File: src/rtl/ftfe_pkg.sv
`timescale 1ns / 1ps
`default_nettype none
// ----------------------------------------------------------------------------
// ftfe_pkg
// Types, widths, normal table and pipeline layout of the fingertip taxel
// force estimator.
// ----------------------------------------------------------------------------
package ftfe_pkg;

	localparam int LANE_MAX   = 12;
	localparam int TAXEL_W    = 12;
	localparam int COEF_W     = 16;
	localparam int PROD_W     = 28;
	localparam int GROUP_SIZE = 4;
	localparam int PART_W     = 30;
	localparam int ACC_W      = 32;
	localparam int MAG_W      = 31;
	localparam int SQ_W       = 62;
	localparam int RAD_W      = 32;
	localparam int FRAC_DROP  = SQ_W - RAD_W;
	localparam int ROOT_W     = 16;
	localparam int REM_W      = ROOT_W + 1;
	localparam int PSUM_W     = 14;
	localparam int SUM_W      = 16;
	localparam int FORCE_W    = 16;
	localparam int MODE_W     = 2;

	localparam logic [FORCE_W-1:0] FORCE_MAX = 16'd49140;

	// pipeline layout: lane products, two adder levels, square, sum of
	// squares, one stage per root bit, output register
	localparam int ST_LANE   = 0;
	localparam int ST_MERGE  = 1;
	localparam int ST_SQUARE = 3;
	localparam int ST_SQRT   = 5;
	localparam int ST_OUT    = ST_SQRT + ROOT_W;
	localparam int STAGES    = ST_OUT + 1;

	typedef enum logic [MODE_W-1:0] {
		MODE_SUM    = 2'd0,
		MODE_VECTOR = 2'd1,
		MODE_ZERO   = 2'd2
	} force_mode_t;

	typedef logic [TAXEL_W-1:0] taxel_t;

	typedef struct packed {
		logic signed [PROD_W-1:0] x;
		logic signed [PROD_W-1:0] y;
		logic signed [PROD_W-1:0] z;
	} prod_vec_t;

	typedef struct packed {
		logic signed [ACC_W-1:0] x;
		logic signed [ACC_W-1:0] y;
		logic signed [ACC_W-1:0] z;
	} acc_vec_t;

	// unit surface normals, Q1.15
	localparam logic signed [COEF_W-1:0] NORMAL_X [LANE_MAX] = '{
		-16'sd32767, -16'sd13093, -16'sd13093, -16'sd32767,
		-16'sd25780, -16'sd10128,  16'sd0,      16'sd10128,
		 16'sd25780,  16'sd32767,  16'sd13093,  16'sd13093
	};
	localparam logic signed [COEF_W-1:0] NORMAL_Y [LANE_MAX] = '{
		16'sd0,     16'sd0,     16'sd0,     16'sd0,
		16'sd19764, 16'sd15652, 16'sd32767, 16'sd15652,
		16'sd19764, 16'sd0,     16'sd0,     16'sd0
	};
	localparam logic signed [COEF_W-1:0] NORMAL_Z [LANE_MAX] = '{
		16'sd0,     16'sd30039, 16'sd30039, 16'sd0,
		16'sd4306,  16'sd26948, 16'sd0,     16'sd26948,
		16'sd4306,  16'sd0,     16'sd30039, 16'sd30039
	};

endpackage
`default_nettype wire

File: src/rtl/ftfe_lane.sv
`timescale 1ns / 1ps
`default_nettype none
// ----------------------------------------------------------------------------
// ftfe_lane
// One taxel lane: scales the pressure by the three normal coefficients.
// ----------------------------------------------------------------------------
module ftfe_lane #(
	parameter int LANE = 0
) (
	input  wire logic                clk,
	input  wire logic                en,
	input  wire ftfe_pkg::taxel_t    taxel,
	output ftfe_pkg::prod_vec_t      prod_s1,
	output ftfe_pkg::taxel_t         taxel_s1
);

	localparam logic signed [ftfe_pkg::COEF_W-1:0] CX = ftfe_pkg::NORMAL_X[LANE];
	localparam logic signed [ftfe_pkg::COEF_W-1:0] CY = ftfe_pkg::NORMAL_Y[LANE];
	localparam logic signed [ftfe_pkg::COEF_W-1:0] CZ = ftfe_pkg::NORMAL_Z[LANE];

	logic signed [ftfe_pkg::TAXEL_W:0] p;
	logic signed [ftfe_pkg::PROD_W:0]  px;
	logic signed [ftfe_pkg::PROD_W:0]  py;
	logic signed [ftfe_pkg::PROD_W:0]  pz;

	always_comb begin
		p  = $signed({1'b0, taxel});
		px = p * CX;
		py = p * CY;
		pz = p * CZ;
	end

	// |taxel * coef| stays below 2^27, so the top bit is sign only
	always_ff @(posedge clk) begin
		if (en) begin
			prod_s1.x <= px[ftfe_pkg::PROD_W-1:0];
			prod_s1.y <= py[ftfe_pkg::PROD_W-1:0];
			prod_s1.z <= pz[ftfe_pkg::PROD_W-1:0];
			taxel_s1  <= taxel;
		end
	end

endmodule
`default_nettype wire

File: config.mk
export PLATFORM = sky130hd
export DESIGN_NAME = ftfe_lane
export DESIGN_NICKNAME = d
export VERILOG_FILES = /design/src/rtl/ftfe_pkg.sv /design/src/rtl/ftfe_lane.sv
export SDC_FILE = /design/constraint.sdc
export NUM_CORES = 1
export LEC_CHECK = 0
export ABC_CLOCK_PERIOD_IN_PS = 7120
export BUFFER_PORTS_ARGS = -buffer_cell sky130_fd_sc_hd__buf_2
export CAP_MARGIN = 10
export CORE_UTILIZATION = 41
export CTS_BUF_LIST = sky130_fd_sc_hd__clkbuf_4
export CTS_CLUSTER_SIZE = 14
export DETAILED_ROUTE_END_ITERATION = 8
export PLACE_DENSITY = 0.7
export SETUP_SLACK_MARGIN = 0.15
export SLEW_MARGIN = 20
export SYNTH_ARGS = -nofsm -noshare
export SYNTH_HDL_FRONTEND = slang
export SYNTH_SLANG_ARGS = --single-unit
File: constraint.sdc
create_clock -name clk -period 7.12 [get_ports clk]
set_clock_uncertainty 0.2 [all_clocks]
set_input_delay 0 -clock clk [delete_from_list [all_inputs] [get_ports clk]]
set_output_delay 0 -clock clk [all_outputs]
set_load 0.005 [all_outputs]
==> flow_metrics.env <==
export IMPL_wirelength_um=3666
export IMPL_antenna_found_initial=0
export IMPL_critPathMaxFanout=6
export IMPL_synth_cell_type_count=22
export IMPL_pwr_share_seq=0.205
export IMPL_clock_sinks=24
export IMPL_worst_pin_slew_ns=0.5482
export IMPL_final_area_um2=2786
export IMPL_slowest_stage="fa_1"
export IMPL_port_buffers=50
export IMPL_rsz0062_at_grt="no"
export IMPL_min_from="en"
export IMPL_synthCells=247
export IMPL_relSlewSlack=0.6346
export IMPL_layout_commonest_cell="conb_1"
export IMPL_avgSynthCellArea_um2=10.62
export IMPL_ant_nets=0
export IMPL_grt_pass1_wl_um=6168
export IMPL_slowest_delay_ns=0.56
export IMPL_netSwitchingFraction=0.4249
export IMPL_layout_drive_gt1_share=0.2081
export IMPL_p_leak_nw=1.459
export IMPL_die_y_um=81.98
export IMPL_num_antenna_cells=0
export IMPL_post_cts_resized=0
export IMPL_routedWlPerCell_um=9.828
export IMPL_area_growth_pct=6.250
export IMPL_rows=28
export IMPL_setup_viol=0
export IMPL_core_um2=6061
export IMPL_p_comb_frac=0.747
export IMPL_hold_buffers=12
export IMPL_synth_warning_count=0
export IMPL_cts_tree="built"
export IMPL_total_power_w=0.001276
export IMPL_reg_largest_list="prod_s1 x24"
export IMPL_num_vias=1503
export IMPL_setup_worst_path_class="in -> reg"
export IMPL_ys_ff_latch=24
export IMPL_drv_cap=0
export IMPL_setup_tns_ns=0
export IMPL_vias_per_cell=4.029
export IMPL_root_buffer="clkbuf_4"
export IMPL_ios=110
export IMPL_cts_htree_levels=1
export IMPL_dp_cells=358
export IMPL_p_sw_w=0.0005422
export IMPL_worstPathRequired_ns=7.00
export IMPL_path_cells="dlygate4sd3_1, buf_2, inv_1, fa_1, xor2_1, ha_1, inv_1, xnor2_1, ha_1, fa_1, inv_1, fa_1, nor2b_2, o21ai_2, a21boi_2, o21ai_2, a21oi_1, xnor2_1"
export IMPL_clk_path_buf_depth=2
export IMPL_min_path_type="in -> reg"
export IMPL_grt_overflow_total=0
export IMPL_p_per_area_nw_per_um2=457.9
export IMPL_grt_pass1_vias=1446
export IMPL_hold_viol=0
export IMPL_start_util=0.4327
export IMPL_drt_iter0_markers=41
export IMPL_grt_start_max_net_pins=25
export IMPL_drtPass1Iterations=4
export IMPL_final_cell_mix="59 x conb_1, 50 x buf_2, 45 x inv_1"
export IMPL_netlist_area_um2=2623
export IMPL_place_area_um2=2644
export IMPL_min_period_ns=4.577
export IMPL_post_dp_hpwl_um=2982
export IMPL_dp_slack_ns=2.717
export IMPL_fill_cells=560
export IMPL_postCtsSetupBuffers=0
export IMPL_place_congestion=0.7861
export IMPL_drc=0
export IMPL_final_max_slew_viol_count=0
export IMPL_die_width_um=81.98
export IMPL_fmax_ghz=0.2185
export IMPL_die_area_um2=6720
export IMPL_worstSetupEndpointType="flop"
export IMPL_largest_reg_flops=24
export IMPL_cts_buffers=3
export IMPL_ys_seq_area_frac=0.2748
export IMPL_instances_no_fill=373
export IMPL_cp_start_kind="input port"
export IMPL_regMostFlops="prod_s1"
export IMPL_p_clk_frac=0.048
export IMPL_outcome="finished clean"
export IMPL_layout_nets=368
export IMPL_grtUsageTotal=0.1217
export IMPL_vdd_drop_max_v=0.0002105
export IMPL_clk_pin_slew_ns=0.14
export IMPL_crit_start="taxel[1]"
export IMPL_post_route_period_util=0.6428
export IMPL_power_internal_w=0.0007338
export IMPL_setup_ws_ns=2.543
export IMPL_arrival_ns=4.46
-- final timing paths --
| check | to | slack, ns | cells past startpoint |
|---|---|---|---|
| min | prod_s1[79] | 0.0004 | 1 |
| max | prod_s1[83] | 2.54 | 18 |
-- metal layers --
layer	routed length (um)	track usage	vias up
met5	0	0	-
met4	36	0.04211	0
met3	166	0.01667	2
met2	1868	0.2132	61
met1	1595	0.1519	689
li1	-	-	751
-- worst max-delay path, delay by kind of cell --
kind                       cells  cell delay (ns)
and+or+nand+nor                1             0.14
adders and majority gates      5             2.27
xor gates and xnor gates       3             0.65
buffers and inverters          5             0.89
AOI/OAI and AO/OA              4             0.51
-- stage by stage --
step	utilization	hold slack (ns)
CTS	0.4597	0.0008285
detailed placement	0.4362	-0.005136
global route	0.4597	0.01087
finish	0.4597	0.0004302
global placement	0.4362	-0.005872
floorplan	-	-0.1011
-- cells in the mapped netlist --
cell / number / area share
o21ai_2: 3 / 0.010
conb_1: 1 / 0.0014
o41ai_2: 1 / 0.0062
nor3_1: 2 / 0.0038
ha_1: 36 / 0.17
fa_1: 18 / 0.14
nor2b_2: 1 / 0.0033
nand2_1: 5 / 0.0072
o21ai_0: 1 / 0.0019
buf_4: 72 / 0.21
inv_1: 45 / 0.064
a21o_1: 2 / 0.0057
a21boi_2: 1 / 0.0043
o21bai_2: 1 / 0.0043
a21oi_2: 1 / 0.0033
xnor2_2: 1 / 0.0062
nor2b_1: 2 / 0.0048
xor2_1: 2 / 0.0067
xnor2_1: 18 / 0.060
nor2_1: 6 / 0.0086
a21oi_1: 4 / 0.0076
edfxtp_1: 24 / 0.27
-- power by group through the flow --
stage / combinational [W] / sequential (W) / clock [W]
final: 0.000954 / 0.000261 / 0.0000612
after global routing: 0.00112 / 0.000267 / 0.0000708
after CTS: 0.000969 / 0.000263 / 0.0000658
after detailed placement: 0.000952 / 0.000264 / 0
after global placement: 0.000933 / 0.000267 / 0
after floorplan: 0.000797 / 0.000270 / 0
-- area by class of cell --
cell class	instances	area, um^2	share of cell area
clock buffer	3	22.52	0.008083
inverter	45	168.9	0.06062
multi-input combinational	164	1410	0.5061
sequential	24	720.7	0.2586
tap	75	93.84	0.03368
timing repair buffer	62	370.4	0.1329
-- cells by family (layout without fill, tap and decap cells) --
logic type | count (synthesis) | after routing | synth area share
other | 1 | 59 | 0.001430
buffers and inverters | 117 | 110 | 0.2705
adder cells (fa/ha/maj) | 54 | 54 | 0.3092
AO/OA/AOI/OAI | 14 | 14 | 0.04342
XOR/XNOR | 21 | 21 | 0.07300
AND/OR/NAND/NOR | 16 | 16 | 0.02767
flip-flops | 24 | 24 | 0.2748
Power figures use the tool's default switching activity.
