===== src/rtl/ftfe_pkg.sv =====
`timescale 1ns / 1ps
`default_nettype none
// ----------------------------------------------------------------------------
// ftfe_pkg
// Types, widths, normal table and pipeline layout of the fingertip taxel
// force estimator.
// ----------------------------------------------------------------------------
package ftfe_pkg;

	localparam int LANE_MAX   = 12;
	localparam int TAXEL_W    = 12;
	localparam int COEF_W     = 16;
	localparam int PROD_W     = 28;
	localparam int GROUP_SIZE = 4;
	localparam int PART_W     = 30;
	localparam int ACC_W      = 32;
	localparam int MAG_W      = 31;
	localparam int SQ_W       = 62;
	localparam int RAD_W      = 32;
	localparam int FRAC_DROP  = SQ_W - RAD_W;
	localparam int ROOT_W     = 16;
	localparam int REM_W      = ROOT_W + 1;
	localparam int PSUM_W     = 14;
	localparam int SUM_W      = 16;
	localparam int FORCE_W    = 16;
	localparam int MODE_W     = 2;

	localparam logic [FORCE_W-1:0] FORCE_MAX = 16'd49140;

	// pipeline layout: lane products, two adder levels, square, sum of
	// squares, one stage per root bit, output register
	localparam int ST_LANE   = 0;
	localparam int ST_MERGE  = 1;
	localparam int ST_SQUARE = 3;
	localparam int ST_SQRT   = 5;
	localparam int ST_OUT    = ST_SQRT + ROOT_W;
	localparam int STAGES    = ST_OUT + 1;

	typedef enum logic [MODE_W-1:0] {
		MODE_SUM    = 2'd0,
		MODE_VECTOR = 2'd1,
		MODE_ZERO   = 2'd2
	} force_mode_t;

	typedef logic [TAXEL_W-1:0] taxel_t;

	typedef struct packed {
		logic signed [PROD_W-1:0] x;
		logic signed [PROD_W-1:0] y;
		logic signed [PROD_W-1:0] z;
	} prod_vec_t;

	typedef struct packed {
		logic signed [ACC_W-1:0] x;
		logic signed [ACC_W-1:0] y;
		logic signed [ACC_W-1:0] z;
	} acc_vec_t;

	// unit surface normals, Q1.15
	localparam logic signed [COEF_W-1:0] NORMAL_X [LANE_MAX] = '{
		-16'sd32767, -16'sd13093, -16'sd13093, -16'sd32767,
		-16'sd25780, -16'sd10128,  16'sd0,      16'sd10128,
		 16'sd25780,  16'sd32767,  16'sd13093,  16'sd13093
	};
	localparam logic signed [COEF_W-1:0] NORMAL_Y [LANE_MAX] = '{
		16'sd0,     16'sd0,     16'sd0,     16'sd0,
		16'sd19764, 16'sd15652, 16'sd32767, 16'sd15652,
		16'sd19764, 16'sd0,     16'sd0,     16'sd0
	};
	localparam logic signed [COEF_W-1:0] NORMAL_Z [LANE_MAX] = '{
		16'sd0,     16'sd30039, 16'sd30039, 16'sd0,
		16'sd4306,  16'sd26948, 16'sd0,     16'sd26948,
		16'sd4306,  16'sd0,     16'sd30039, 16'sd30039
	};

endpackage
`default_nettype wire


===== src/rtl/ftfe_merge.sv =====
`timescale 1ns / 1ps
`default_nettype none
// ----------------------------------------------------------------------------
// ftfe_merge
// Two-level registered adder tree over the lanes: axis sums and plain sum.
// ----------------------------------------------------------------------------
module ftfe_merge #(
	parameter int TAXEL_COUNT = 12
) (
	input  wire logic                   clk,
	input  wire logic [1:0]             en,
	input  wire ftfe_pkg::prod_vec_t    prod [TAXEL_COUNT],
	input  wire ftfe_pkg::taxel_t       taxel [TAXEL_COUNT],
	output ftfe_pkg::acc_vec_t          acc_s3,
	output logic [ftfe_pkg::SUM_W-1:0]  sum_s3
);

	localparam int GROUPS = (TAXEL_COUNT + ftfe_pkg::GROUP_SIZE - 1) / ftfe_pkg::GROUP_SIZE;

	logic signed [ftfe_pkg::PART_W-1:0] gx [GROUPS];
	logic signed [ftfe_pkg::PART_W-1:0] gy [GROUPS];
	logic signed [ftfe_pkg::PART_W-1:0] gz [GROUPS];
	logic [ftfe_pkg::PSUM_W-1:0]        gs [GROUPS];

	logic signed [ftfe_pkg::PART_W-1:0] gx_s2 [GROUPS];
	logic signed [ftfe_pkg::PART_W-1:0] gy_s2 [GROUPS];
	logic signed [ftfe_pkg::PART_W-1:0] gz_s2 [GROUPS];
	logic [ftfe_pkg::PSUM_W-1:0]        gs_s2 [GROUPS];

	logic signed [ftfe_pkg::ACC_W-1:0]  tx;
	logic signed [ftfe_pkg::ACC_W-1:0]  ty;
	logic signed [ftfe_pkg::ACC_W-1:0]  tz;
	logic [ftfe_pkg::SUM_W-1:0]         ts;

	// first level: groups of up to four lanes
	always_comb begin
		for (int g = 0; g < GROUPS; g++) begin
			gx[g] = '0;
			gy[g] = '0;
			gz[g] = '0;
			gs[g] = '0;
			for (int j = 0; j < ftfe_pkg::GROUP_SIZE; j++) begin
				if (g * ftfe_pkg::GROUP_SIZE + j < TAXEL_COUNT) begin
					gx[g] = gx[g] + ftfe_pkg::PART_W'($signed(
						prod[g * ftfe_pkg::GROUP_SIZE + j].x));
					gy[g] = gy[g] + ftfe_pkg::PART_W'($signed(
						prod[g * ftfe_pkg::GROUP_SIZE + j].y));
					gz[g] = gz[g] + ftfe_pkg::PART_W'($signed(
						prod[g * ftfe_pkg::GROUP_SIZE + j].z));
					gs[g] = gs[g] + ftfe_pkg::PSUM_W'(
						taxel[g * ftfe_pkg::GROUP_SIZE + j]);
				end
			end
		end
	end

	always_ff @(posedge clk) begin
		if (en[0]) begin
			gx_s2 <= gx;
			gy_s2 <= gy;
			gz_s2 <= gz;
			gs_s2 <= gs;
		end
	end

	// second level: groups into axis totals
	always_comb begin
		tx = '0;
		ty = '0;
		tz = '0;
		ts = '0;
		for (int g = 0; g < GROUPS; g++) begin
			tx = tx + ftfe_pkg::ACC_W'(gx_s2[g]);
			ty = ty + ftfe_pkg::ACC_W'(gy_s2[g]);
			tz = tz + ftfe_pkg::ACC_W'(gz_s2[g]);
			ts = ts + ftfe_pkg::SUM_W'(gs_s2[g]);
		end
	end

	always_ff @(posedge clk) begin
		if (en[1]) begin
			acc_s3.x <= tx;
			acc_s3.y <= ty;
			acc_s3.z <= tz;
			sum_s3   <= ts;
		end
	end

endmodule
`default_nettype wire


===== config.mk =====
export PLATFORM = sky130hd
export DESIGN_NAME = ftfe_merge
export DESIGN_NICKNAME = d
export VERILOG_FILES = /design/src/rtl/ftfe_pkg.sv /design/src/rtl/ftfe_merge.sv
export SDC_FILE = /design/constraint.sdc
export NUM_CORES = 2
export LEC_CHECK = 0
export BUFFER_PORTS_ARGS = -buffer_cell sky130_fd_sc_hd__buf_4
export CORE_AREA = 2 2 487 489
export CTS_CLUSTER_SIZE = 25
export DETAILED_ROUTE_END_ITERATION = 16
export DIE_AREA = 0 0 489 491
export GPL_TIMING_DRIVEN = 0
export HOLD_SLACK_MARGIN = 0.05
export PLACE_DENSITY = 0.42
export RECOVER_POWER = 100
export SLEW_MARGIN = 30
export SYNTH_ARGS = -nofsm -noshare
export SYNTH_HDL_FRONTEND = slang
export SYNTH_SLANG_ARGS = --single-unit

===== constraint.sdc =====
create_clock -name clk -period 5.85 [get_ports clk]
set_input_delay 0.585 -clock clk [delete_from_list [all_inputs] [get_ports clk]]
set_output_delay 0.585 -clock clk [all_outputs]
set_load 0.02 [all_outputs]

==> results by group <==
STA
  – TNS Setup: 0 ps
  – Slew Viols, Final: 316
  – Least-Margin Pin Slew: 4350 ps
  – RSZ-0062 raised after global routing: false
  – Fin crit share: 94.4%
  – Final hold vios: 0
  – Final WS setup: 330 ps
  – Final min period: 5520 ps
  – Setup Viol. Count Final: 0
  – Normalized max-slew margin: -190%
  – Achievable frequency: 181 MHz
  – Clk_skew: 31.3 ps

Clocking
  – CTS buffer count: 58
  – Clock buffer depth: 3
  – Htree depth: 2
  – CTS Root Cell: clkbuf_16
  – Skew-Pair Late Insertion Delay: 690 ps
  – TritonCTS clock tree: built
  – Post-CTS Resized: 0
  – Hold Buf Count CTS: 0
  – Clk slew on worst S/H paths: 60 ps
  – Post-CTS Setup Inserts: 0
  – CTS sink cnt: 424

Synth
  – Synth Net Count: 7,363
  – Synth top area share: 27.7%
  – Async SR Flop Fraction: 0%
  – YS warnings: 0
  – Mean Syn Cell Area: 9.78 sq um
  – Cell taking the most area after synthesis: fa_1
  – Syn Inst Count: 5,112
  – Commonest register cell after synthesis: edfxtp_1
  – Synth top area cells: fa_1, edfxtp_1, inv_1, ha_1, xnor2_1
  – Seq/Total Area, Yosys: 25.5%
  – Synth cell types: 75
  – Mapped Area: 50,000 sq um
  – Synthesized flop and latch total: 424
  – Post-synth EDFFs: 424

Power
  – Worst IR Drop VDD: 0.468 mV
  – Sw frac: 47.9%
  – Internal Power: 18.8 mW
  – Net switching power: 17.3 mW
  – Lkg Pwr: 32.8 nW
  – Reg power frac: 20.3%
  – Combinational Power Share: 68.9%
  – Total power draw: 36.1 mW
  – Power Density: 555 nW/um^2
  – Clock power share: 10.8%

Placement
  – Gpl congestion: 0.873
  – Setup WS pre-CTS: -269 ps
  – Detail Placement HPWL: 182,000 um
  – Port Buffer Count: 1,266
  – Placed cells: 9,535

Run status
  – Status: finished, violations left
  – Violated checks: max-capacitance violations, max-slew violations

Drt
  – Drt initial violations: 2,173
  – WL final: 201,000 um
  – First drt pass iteration count: 8
  – Avg Vias per Cell: 4.07
  – ANT nets after route: 0
  – Wirelength per Cell: 20.8 um
  – Via count: 39,345
  – Drc violations: 0

Layout
  – Most frequent cells in the layout: inv_1, buf_4, fa_1, edfxtp_1, ha_1
  – Synth-to-layout area growth: 30.2%
  – Most common cell after layout, fill and taps aside: inv_1
  – Fin cells: 9,659
  – Layout cells sized above 1: 19.3%
  – Util after Layout: 27.7%
  – Fill count: 25,258
  – Nets: 8,696

Global routing
  – Global-route wire length before repair: 286,000 um
  – Antenna violations before repair: 71
  – GRT Residual Overflow: 0
  – Vias in the first global route: 41,612
  – Largest net degree at the start of global routing: 80
  – Tot GR Track Use: 16.5%

Floorplanning
  – Die Y: 491 um
  – Initial Util: 21.3%
  – Die Wd: 489 um
  – Die area: 240,000 sq um
  – Row count: 178
  – Total I/O pin count: 1,267
  – Core box area: 235,000 sq um

Run
  – Max cap viols: 5

Setup path
  – Reg2Reg Depth: 12
  – CP Launch Type: input port
  – Setup crit end kind: register
  – Kind of critical path: in2reg
  – Arr. time, crit path: 5930 ps
  – Worst EP required: 6260 ps
  – Maximum fanout along the worst path: 4

Min path
  – Hold path cells: 2
  – Path type of the worst min-delay path: in2reg
-- kinds of logic (layout without fill, tap and decap cells) --
group / count (synthesis) / in the layout / synth area share [%]
buffers and inverters: 1702 / 3085 / 12.8
adders and majority gates: 1096 / 1096 / 37.8
and+or+nand+nor: 595 / 595 / 5.72
muxes: 1 / 1 / 0.0200
DFF: 424 / 424 / 25.5
xor gates and xnor gates: 349 / 349 / 6.11
AOI/OAI and AO/OA: 945 / 945 / 12.1
other: 0 / 14 / 0
-- state kept, by name, summed over array words and instances, names as in the netlist --
name,flops
acc_s3,96
gx_s2,90
gy_s2,90
gz_s2,90
gs_s2,42
sum_s3,16
-- worst paths after layout --
| check | from | endpoint | slack [ps] |
|---|---|---|---|
| min | prod[616] | gy_s2[30] | 200 |
| max reg2reg | gy_s2[38] | acc_s3[62] | 550 |
| max | prod[365] | gy_s2[59] | 330 |
| min reg2reg | gs_s2[29] | sum_s3[1] | 710 |
-- critical path, stage by stage --
cell	delay, ps
clkbuf_1	90
fa_1	570
fa_1	430
ha_1	230
fa_1	490
a211oi_1	550
o21ai_0	510
a211oi_1	710
o31ai_1	200
and2_0	330
a311o_1	470
a31oi_1	340
o21ai_0	150
a21oi_1	190
xnor2_1	80
-- power by group through the flow --
| stage | Sequential, mW | Combinational, mW | Clock [mW] |
|---|---|---|---|
| 2_1_floorplan | 7.60 | 16.7 | 0 |
| 3_3_place_gp | 7.47 | 25.3 | 0 |
| 3_5_place_dp | 7.46 | 25.3 | 0 |
| 4_1_cts | 7.43 | 25.6 | 4.08 |
| 5_1_grt | 7.55 | 27.9 | 4.18 |
| 6_report | 7.34 | 24.9 | 3.90 |
-- routing by layer --
| metal | vias up | wire length [um] | track usage, % |
|---|---|---|---|
| li1 | 18750 | - | - |
| met1 | 19253 | 83100 | 20.7 |
| met2 | 1077 | 101000 | 29.2 |
| met3 | 231 | 12100 | 3.13 |
| met4 | 34 | 4660 | 3.43 |
| met5 | - | 207 | 0 |
-- per-stage QoR --
stage | hold slack, ps | area (sq um)
detailed placement | 703 | 63600
global placement | 706 | 63400
global route | 159 | 65100
finish | 200 | 65100
CTS | 121 | 65700
floorplan | 680 | 50000
-- area by class of cell --
type / instances / area (sq um) / share of cell area [%]
antenna: 14 / 35.0 / 0.0538
buffer: 21 / 86.3 / 0.133
clock buffer: 65 / 1500 / 2.30
clock inverter: 45 / 562 / 0.863
inverter: 1681 / 6310 / 9.70
multi-input combinational: 2986 / 30800 / 47.4
sequential: 424 / 12700 / 19.6
tap: 3150 / 3940 / 6.06
timing repair buffer: 1273 / 9070 / 13.9
-- synthesized netlist by cell type (35+ instances only) --
| library cell | instances |
|---|---|
| nand2_1 | 117 |
| o21ai_0 | 164 |
| o21bai_1 | 51 |
| ha_1 | 403 |
| inv_1 | 1681 |
| nor3_1 | 38 |
| xor2_1 | 88 |
| nor2b_1 | 43 |
| a21oi_1 | 321 |
| nor2_1 | 195 |
| nand3_1 | 56 |
| and3_1 | 35 |
| o21a_1 | 36 |
| fa_1 | 693 |
| a21o_1 | 163 |
| xnor2_1 | 261 |
| edfxtp_1 | 424 |
(Power assumes the default switching activity.)
