### src/rtl/ftfe_pkg.sv
`timescale 1ns / 1ps
`default_nettype none
// ----------------------------------------------------------------------------
// ftfe_pkg
// Types, widths, normal table and pipeline layout of the fingertip taxel
// force estimator.
// ----------------------------------------------------------------------------
package ftfe_pkg;

	localparam int LANE_MAX   = 12;
	localparam int TAXEL_W    = 12;
	localparam int COEF_W     = 16;
	localparam int PROD_W     = 28;
	localparam int GROUP_SIZE = 4;
	localparam int PART_W     = 30;
	localparam int ACC_W      = 32;
	localparam int MAG_W      = 31;
	localparam int SQ_W       = 62;
	localparam int RAD_W      = 32;
	localparam int FRAC_DROP  = SQ_W - RAD_W;
	localparam int ROOT_W     = 16;
	localparam int REM_W      = ROOT_W + 1;
	localparam int PSUM_W     = 14;
	localparam int SUM_W      = 16;
	localparam int FORCE_W    = 16;
	localparam int MODE_W     = 2;

	localparam logic [FORCE_W-1:0] FORCE_MAX = 16'd49140;

	// pipeline layout: lane products, two adder levels, square, sum of
	// squares, one stage per root bit, output register
	localparam int ST_LANE   = 0;
	localparam int ST_MERGE  = 1;
	localparam int ST_SQUARE = 3;
	localparam int ST_SQRT   = 5;
	localparam int ST_OUT    = ST_SQRT + ROOT_W;
	localparam int STAGES    = ST_OUT + 1;

	typedef enum logic [MODE_W-1:0] {
		MODE_SUM    = 2'd0,
		MODE_VECTOR = 2'd1,
		MODE_ZERO   = 2'd2
	} force_mode_t;

	typedef logic [TAXEL_W-1:0] taxel_t;

	typedef struct packed {
		logic signed [PROD_W-1:0] x;
		logic signed [PROD_W-1:0] y;
		logic signed [PROD_W-1:0] z;
	} prod_vec_t;

	typedef struct packed {
		logic signed [ACC_W-1:0] x;
		logic signed [ACC_W-1:0] y;
		logic signed [ACC_W-1:0] z;
	} acc_vec_t;

	// unit surface normals, Q1.15
	localparam logic signed [COEF_W-1:0] NORMAL_X [LANE_MAX] = '{
		-16'sd32767, -16'sd13093, -16'sd13093, -16'sd32767,
		-16'sd25780, -16'sd10128,  16'sd0,      16'sd10128,
		 16'sd25780,  16'sd32767,  16'sd13093,  16'sd13093
	};
	localparam logic signed [COEF_W-1:0] NORMAL_Y [LANE_MAX] = '{
		16'sd0,     16'sd0,     16'sd0,     16'sd0,
		16'sd19764, 16'sd15652, 16'sd32767, 16'sd15652,
		16'sd19764, 16'sd0,     16'sd0,     16'sd0
	};
	localparam logic signed [COEF_W-1:0] NORMAL_Z [LANE_MAX] = '{
		16'sd0,     16'sd30039, 16'sd30039, 16'sd0,
		16'sd4306,  16'sd26948, 16'sd0,     16'sd26948,
		16'sd4306,  16'sd0,     16'sd30039, 16'sd30039
	};

endpackage
`default_nettype wire

### src/rtl/ftfe_isqrt.sv
`timescale 1ns / 1ps
`default_nettype none
// ----------------------------------------------------------------------------
// ftfe_isqrt
// Pipelined restoring integer square root, one root bit per stage; the
// plain sum rides along.
// ----------------------------------------------------------------------------
module ftfe_isqrt (
	input  wire logic                       clk,
	input  wire logic [ftfe_pkg::ROOT_W-1:0] en,
	input  wire logic [ftfe_pkg::RAD_W-1:0]  rad,
	input  wire logic [ftfe_pkg::SUM_W-1:0]  side,
	output logic [ftfe_pkg::ROOT_W-1:0]      root,
	output logic [ftfe_pkg::SUM_W-1:0]       side_out
);

	localparam int N = ftfe_pkg::ROOT_W;

	logic [ftfe_pkg::RAD_W-1:0]  rad_q  [N];
	logic [ftfe_pkg::REM_W-1:0]  rem_q  [N];
	logic [ftfe_pkg::ROOT_W-1:0] root_q [N];
	logic [ftfe_pkg::SUM_W-1:0]  side_q [N];

	for (genvar i = 0; i < N; i++) begin : gen_step
		logic [ftfe_pkg::RAD_W-1:0]  rad_in;
		logic [ftfe_pkg::REM_W-1:0]  rem_in;
		logic [ftfe_pkg::ROOT_W-1:0] root_in;
		logic [ftfe_pkg::SUM_W-1:0]  side_in;
		logic [ftfe_pkg::REM_W+1:0]  rem_sh;
		logic [ftfe_pkg::REM_W+1:0]  trial;
		logic [ftfe_pkg::REM_W+1:0]  diff;
		logic                        take;

		if (i == 0) begin : gen_first
			assign rad_in  = rad;
			assign rem_in  = '0;
			assign root_in = '0;
			assign side_in = side;
		end else begin : gen_next
			assign rad_in  = rad_q[i-1];
			assign rem_in  = rem_q[i-1];
			assign root_in = root_q[i-1];
			assign side_in = side_q[i-1];
		end

		// bring down the next two radicand bits, try root*4+1
		assign rem_sh = {rem_in, rad_in[ftfe_pkg::RAD_W-1 -: 2]};
		assign trial  = {1'b0, root_in, 2'b01};
		assign diff   = rem_sh - trial;
		assign take   = (rem_sh >= trial);

		always_ff @(posedge clk) begin
			if (en[i]) begin
				rad_q[i]  <= {rad_in[ftfe_pkg::RAD_W-3:0], 2'b00};
				rem_q[i]  <= take ? diff[ftfe_pkg::REM_W-1:0] : rem_sh[ftfe_pkg::REM_W-1:0];
				root_q[i] <= {root_in[ftfe_pkg::ROOT_W-2:0], take};
				side_q[i] <= side_in;
			end
		end
	end

	assign root     = root_q[N-1];
	assign side_out = side_q[N-1];

endmodule
`default_nettype wire

### config.mk
export PLATFORM = sky130hd
export DESIGN_NAME = ftfe_isqrt
export DESIGN_NICKNAME = d
export VERILOG_FILES = /design/src/rtl/ftfe_pkg.sv /design/src/rtl/ftfe_isqrt.sv
export SDC_FILE = /design/constraint.sdc
export NUM_CORES = 1
export LEC_CHECK = 0
export BUFFER_PORTS_ARGS = -buffer_cell sky130_fd_sc_hd__buf_2
export CORE_ASPECT_RATIO = 0.6
export CORE_UTILIZATION = 35
export CTS_CLUSTER_SIZE = 16
export DETAILED_ROUTE_END_ITERATION = 10
export HOLD_SLACK_MARGIN = 0.02
export PLACE_DENSITY = 0.48
export SYNTH_ARGS = -nofsm -noshare
export SYNTH_HDL_FRONTEND = slang
export SYNTH_SLANG_ARGS = --single-unit
### constraint.sdc
create_clock -name clk -period 3.5 [get_ports clk]
set_clock_uncertainty 0.2 [all_clocks]
set_input_delay 0.525 -clock clk [delete_from_list [all_inputs] [get_ports clk]]
set_output_delay 0.525 -clock clk [all_outputs]
set_load 0.05 [all_outputs]
==> results.json, run 1 <==
{
  "outcome": "finished clean",
  "crit_path_top_delay_cell": "or4_1",
  "synthCells": 2369,
  "fin_hold_ws_ns": 0.1135,
  "cts_sinks": 869,
  "grt_max_degree": 62,
  "wirelength_um": 69480,
  "max_stage_delay_ns": 0.64,
  "p_leak_nw": 15.48,
  "p_clk_share_pct": 35.4,
  "synth-seq-cells": 869,
  "critPathBufInv": 1,
  "critical-path-top-delay-family": "simple AND/OR/NAND/NOR gates",
  "hpwl_um": 47860,
  "tightest_slew_ns": 0.9970,
  "io_pins": 97,
  "port_buffers": 96,
  "cts_tree": "built",
  "synth_area_um2": 35970,
  "async_flop_share_pct": 0,
  "path_class": "flop to flop",
  "die_width_um": 415.9,
  "dominantRegCellSynth": "edfxtp_1",
  "drv_cap": 0,
  "end_kind": "flop",
  "route.detailed.wl_per_inst_um": 17.28,
  "worst_ir_drop_vdd_v": 0.0003417,
  "synthToLayoutAreaGrowth_pct": 15.74,
  "die_y_um": 250.3,
  "row_count": 90,
  "final_nets": 2833,
  "ant_nets": 0,
  "finalCriticalPeriod_ns": 3.271,
  "grt_overflow_total": 0,
  "clk_path_buf_depth": 3,
  "clk_latency_ns": 0.67,
  "synth_nets": 2586,
  "vias": 19260,
  "grt_first_pass_wirelength_um": 109000,
  "crit_path_cell_trace": "ha_1 -> nand2_1 -> or4_1 -> nor4_4 -> nor4_1 -> and3b_1 -> buf_12 -> mux2_1",
  "core-area_um2": 101100,
  "synth_warnings": 0,
  "crit_required_ns": 3.71,
  "viasPerCell": 4.790,
  "clk_pin_slew_ns": 0.06,
  "antenna_found_initial": 1,
  "fp.dieArea_um2": 104100,
  "cp_max_fo": 29,
  "internal-power_mw": 18.88,
  "finalCritPeriodShare_pct": 93.46,
  "netSwitchingFraction_pct": 24.99,
  "yosysSeqAreaShare_pct": 72.55,
  "first_iter_violations": 1368,
  "setup_violations": 0,
  "p_sw_mw": 6.287,
  "grt_pass1_vias": 19370,
  "first_pass_iters": 5,
  "rsz0062_at_grt": "false",
  "max_slew_margin_pct": 33.53,
  "drive_gt1_share_pct": 11.95,
  "start_util_pct": 35.57,
  "arrival_ns": 3.49,
  "cellPowerDensity_nw_per_um2": 604.4,
  "fmax_ghz": 0.3057,
  "final_core_util_pct": 41.17,
  "setup.worst_path.start_class": "flop",
  "drv_slew": 0,
  "synth_cell_type_count": 84,
  "htree_levels": 3,
  "postSynthAreaPerCell_um2": 15.18,
  "p_comb_share_pct": 12.3,
  "drc_errors": 0,
  "cts_made_buffers": 86,
  "num_antenna_cells": 0,
  "synth_edf_count": 869,
  "hold_viol_final": 0,
  "gp_congestion": 0.8616,
  "root_buffer": "clkbuf_16",
  "grt_usage_pct": 13.35,
  "seqPwrFrac_pct": 52.3,
  "holdCritPathClass": "primary input to flop"
}
[sequential cells by signal, indices dropped and copies added (netlist names)]
signal / count
rem_q: 237
root_q: 136
rad_q: 240
side_q: 256
[metal layers]
layer  global-route usage, %  share of wire (%)
met5                       0              0.016
met4                   3.848                2.1
met2                   19.44                 42
met1                   19.80                 52
met3                   3.041                4.4
[worst paths after layout]
path	from	end	slack, ns	cells after the start
max reg2reg	rem_q[1][77]$_DFFE_PP_	rem_q[1][92]$_DFFE_PP_	0.23	8
min	en[0]	side_q[0][8]$_DFFE_PP_	0.11	1
min reg2reg	rad_q[1][17]$_DFFE_PP_	rad_q[1][49]$_DFFE_PP_	0.21	0
max	rem_q[1][77]$_DFFE_PP_	rem_q[1][92]$_DFFE_PP_	0.23	8
[kinds of logic after synthesis]
| family | count (synthesis) | synth area share [%] |
|---|---|---|
| compound gates | 418 | 7.462 |
| xor+xnor | 158 | 3.868 |
| fa+ha+maj | 152 | 5.287 |
| buf+inv | 214 | 2.365 |
| flops | 869 | 72.55 |
| mux | 37 | 1.138 |
| other cells | 1 | 0.01043 |
| simple gates | 520 | 7.319 |
[placed cells by master, fill, tap and decap left out, types with 10 or more instances in the layout]
| cell | Yosys | final |
|---|---|---|
| clkbuf_1 | 10 | 21 |
| edfxtp_1 | 869 | 869 |
| o31ai_1 | 13 | 13 |
| nor2b_1 | 25 | 25 |
| buf_2 | 11 | 96 |
| o21a_1 | 38 | 38 |
| nand4_1 | 18 | 18 |
| or4_1 | 10 | 10 |
| nor2_1 | 133 | 133 |
| a21oi_1 | 124 | 124 |
| nand2b_1 | 24 | 24 |
| or3_1 | 25 | 25 |
| nand2_1 | 117 | 117 |
| nor4_1 | 30 | 29 |
| mux2_2 | 25 | 25 |
| buf_4 | 3 | 32 |
| o21ai_0 | 114 | 114 |
| o21bai_1 | 10 | 10 |
| dlygate4sd3_1 | 0 | 49 |
| inv_1 | 185 | 185 |
| nor3_1 | 47 | 46 |
| clkinv_2 | 0 | 16 |
| and3_1 | 10 | 10 |
| clkinv_1 | 1 | 22 |
| clkbuf_16 | 0 | 86 |
| ha_1 | 152 | 152 |
| nand3_1 | 35 | 35 |
| xnor2_1 | 81 | 81 |
| xor2_1 | 76 | 76 |
| a21o_1 | 35 | 35 |
[metrics by stage]
stage	power, mW	instance area (um2)	setup slack, ns	std cells	TNS [ns]
6_report	25.16	41630	0.2288	4021	0
3_5_place_dp	16.40	38360	-0.1139	3811	-0.2636
5_1_grt	26.35	41630	0.02450	4021	0
4_1_cts	25.51	41580	0.1456	4020	0
3_3_place_gp	16.34	38360	-0.1963	3811	-1.108
2_1_floorplan	15.26	35970	0.7496	2369	0
[power by group through the flow]
stage / Clock (mW) / Combinational [mW] / Sequential (mW)
2_1_floorplan: 0 / 2.02 / 13.2
3_3_place_gp: 0 / 2.97 / 13.4
3_5_place_dp: 0 / 3.01 / 13.4
4_1_cts: 9.26 / 3.08 / 13.2
5_1_grt: 9.63 / 3.47 / 13.3
6_report: 8.91 / 3.10 / 13.2
[timing repair]
action,in CTS,in global routing
gates resized for setup,3,3
buffers inserted,1,1
endpoints found under the setup margin,7,11
hold buffers,49,0
pin swaps,1,1
hold endpoints to repair,49,0
[area by class of cell]
class                   count  area (um2)
clock buffers             107        2231
clock inverters            52       480.5
fillers                  9186       59490
inverters                 187       701.9
multi-input cells        1286        9062
flip-flops and latches    869       26100
well taps                1334        1669
repair buffers            186        1391
[worst register-to-register path, delay by kind of cell, from the launching register on]
| kind | cells | cell delay (ns) |
|---|---|---|
| flops | 1 | 0.41 |
| simple gates | 5 | 1.54 |
| fa+ha+maj | 1 | 0.39 |
| buf+inv | 1 | 0.16 |
| mux | 1 | 0.33 |
[cell usage after synthesis, types with 11 or more instances]
master	instances	area share [%]
a21o_1	35	0.73
a21oi_1	124	1.7
buf_2	11	0.15
edfxtp_1	869	73
ha_1	152	5.3
inv_1	185	1.9
mux2_2	25	0.78
nand2_1	117	1.2
nand2b_1	24	0.42
nand3_1	35	0.49
nand4_1	18	0.31
nor2_1	133	1.4
nor2b_1	25	0.43
nor3_1	47	0.65
nor4_1	30	0.52
o21a_1	38	0.79
o21ai_0	114	1.6
o31ai_1	13	0.27
or3_1	25	0.43
xnor2_1	81	2.0
xor2_1	76	1.9
(Power assumes the default switching activity.)
==> run 2: changes to the inputs <==
--- a/config.mk
+++ b/config.mk
@@ -5,7 +5,7 @@
 export SDC_FILE = /design/constraint.sdc
 export NUM_CORES = 1
 export LEC_CHECK = 0
-export BUFFER_PORTS_ARGS = -buffer_cell sky130_fd_sc_hd__buf_2
+export BUFFER_PORTS_ARGS = -buffer_cell sky130_fd_sc_hd__buf_4
 export CORE_ASPECT_RATIO = 0.6
 export CORE_UTILIZATION = 35
 export CTS_CLUSTER_SIZE = 16
==> run 2 against run 1 <==
Maximum frequency fell by 1.6%. Largest cell class unchanged. Via count down 0.56%. Setup slack got worse by 0.053 ns. Critical endpoint is now rem_q[1][58]$_DFFE_PP_. Highest routed layer is now met4. Register-to-register slack got worse by 0.05 ns. Count of clock-buffer cells in the layout fell by 5. Combinational power is essentially flat. Core utilization barely moved. Non-clock buffer count decreased by 18. Die area unchanged.
==> results.json, run 2 (synthesis results as in run 1) <==
{
  "layout_common_cells": "869 x edfxtp_1, 185 x inv_1, 152 x ha_1",
  "grt_first_pass_wirelength_um": 111000,
  "root_buffer": "clkbuf_16",
  "drive_gt1_share_pct": 11.22,
  "ant_nets": 0,
  "cts_made_buffers": 83,
  "grt_pass1_vias": 19360,
  "row_count": 90,
  "arrival_ns": 3.68,
  "cts_sinks": 869,
  "die_width_um": 415.9,
  "r2r_start": "rem_q[1][42]$_DFFE_PP_",
  "cp_max_fo": 16,
  "io_pins": 97,
  "p_leak_nw": 15.42,
  "critical-path-top-delay-family": "compound AO/OA/AOI/OAI gates",
  "num_antenna_cells": 0,
  "p_clk_share_pct": 35.4,
  "port_buffers": 96,
  "start_util_pct": 35.57,
  "rsz0062_at_grt": "false",
  "grt_usage_pct": 13.60,
  "fin_cells": 3998,
  "grt_overflow_total": 0,
  "largestRegisters": "side_q (256), rad_q (240), rem_q (237)",
  "cts_tree": "built",
  "final_core_util_pct": 41.17,
  "layout_commonest_cell": "edfxtp_1",
  "cp_num_cells": 10,
  "worst_ir_drop_vdd_v": 0.0003706,
  "hold_path_end": "root_q[1][112]$_DFFE_PP_",
  "final_nets": 2812,
  "finalPower_mw": 25.18,
  "clk_pin_slew_ns": 0.07,
  "fillerInstances": 9210,
  "largest_register_ffs": 256,
  "r2r-end": "rem_q[1][58]$_DFFE_PP_",
  "crit_path_start": "rem_q[1][42]$_DFFE_PP_",
  "hold_start": "en[15]",
  "p_sw_mw": 6.321,
  "end_kind": "flop",
  "fmax_ghz": 0.3008,
  "drv_cap": 0,
  "setup.worst_path.start_class": "flop",
  "finalCriticalPeriod_ns": 3.324,
  "seqPwrFrac_pct": 52.2,
  "reg2reg_slack_ns": 0.18,
  "core-area_um2": 101100,
  "htree_levels": 3,
  "setup_violations": 0,
  "holdCritPathClass": "primary input to flop",
  "r2r_cells": 10,
  "cellPowerDensity_nw_per_um2": 604.8,
  "synthToLayoutAreaGrowth_pct": 15.74,
  "viasPerCell": 4.791,
  "top_register": "side_q",
  "hold_depth": 1,
  "internal-power_mw": 18.86,
  "first_iter_violations": 1396,
  "placedCellCount": 3793,
  "clk_latency_ns": 0.68,
  "tightest_slew_ns": 0.9279,
  "die_y_um": 250.3,
  "drv_slew": 0,
  "postLayoutCellArea_um2": 41630,
  "hold_viol_final": 0,
  "first_pass_iters": 5,
  "route.detailed.wl_per_inst_um": 17.48,
  "max_stage_delay_ns": 0.53,
  "finalCritPeriodShare_pct": 94.98,
  "critPathBufInv": 2,
  "grt_max_degree": 63,
  "wirelength_um": 69870,
  "path_class": "flop to flop",
  "gp_congestion": 0.9237,
  "outcome": "finished clean",
  "clk_path_buf_depth": 3,
  "crit_path_cell_trace": "ha_1 -> nand4_1 -> o311ai_1 -> nor4_2 -> buf_4 -> nand2_1 -> nor2_4 -> buf_12 -> a2111oi_0 -> a21o_1",
  "max_slew_margin_pct": 38.14,
  "dpl-instance-area_um2": 38400,
  "drc_errors": 0,
  "antenna_found_initial": 0,
  "vias": 19150,
  "netSwitchingFraction_pct": 25.10,
  "fp.dieArea_um2": 104100,
  "hpwl_um": 47410,
  "p_comb_share_pct": 12.4,
  "crit_required_ns": 3.85,
  "crit_path_top_delay_cell": "o311ai_1"
}
## run 2: changes by cell type in the layout (fill, tap and decap cells not counted), sizes merged
| cell | delta |
|---|---|
| clkinv | -5 |
| clkbuf | -5 |
| buf | -18 |
| inv | -2 |
| clkinvlp | +6 |
| bufinv | +1 |
## run 2: cell type report
cell class                 instances  area, um2  area share [%]
sequential                       869      26100           62.68
multi-input combinational       1286       9044           21.72
clock buffer                     102       2170           5.212
tap                             1334       1669           4.009
timing repair buffer             168       1434           3.444
inverter                         187      701.9           1.686
clock inverter                    52      516.7           1.241
## run 2: worst max path at each step
stage | slack, ns | end
4_1_cts | 0.11 | rem_q[1][92]$_DFFE_PP_
2_1_floorplan | 0.75 | rem_q[1][106]$_DFFE_PP_
6_report | 0.18 | rem_q[1][58]$_DFFE_PP_
3_3_place_gp | -0.15 | rem_q[1][92]$_DFFE_PP_
3_5_place_dp | -0.10 | rem_q[1][92]$_DFFE_PP_
5_1_grt | 0.02 | rem_q[1][58]$_DFFE_PP_
## run 2: power by group through the flow
| stage | registers [mW] | clock network, mW | logic [mW] |
|---|---|---|---|
| floorplan | 13.2 | 0 | 2.02 |
| global placement | 13.4 | 0 | 2.98 |
| detailed placement | 13.4 | 0 | 3.04 |
| CTS | 13.2 | 9.25 | 3.10 |
| global route | 13.3 | 9.66 | 3.48 |
| finish | 13.2 | 8.91 | 3.11 |
## run 2: stage by stage
step	hold slack [ns]	worst slack, ns	setup TNS, ns
floorplan	0.2003	0.7496	0
global placement	0.2006	-0.1491	-0.2547
detailed placement	0.2045	-0.1030	-0.1267
CTS	0.08022	0.1127	0
global route	0.09631	0.01739	0
finish	0.1188	0.1756	0
## run 2: layer usage
layer | part of all wire, % | routed length [um] | track usage, % | vias up
li1 | - | - | - | 9355
met2 | 40 | 28080 | 19.00 | 409
met3 | 4.8 | 3367 | 2.992 | 104
met5 | 0 | 0 | 0 | -
met4 | 1.9 | 1318 | 3.616 | 0
met1 | 53 | 37100 | 21.05 | 9285
## run 2: timing repair
action	4_1_cts	5_1_grt
pin swaps	0	2
resized for setup	2	3
setup buffers	0	2
hold endpoints to repair	49	0
hold buffers	49	0
setup endpoints to repair	5	14
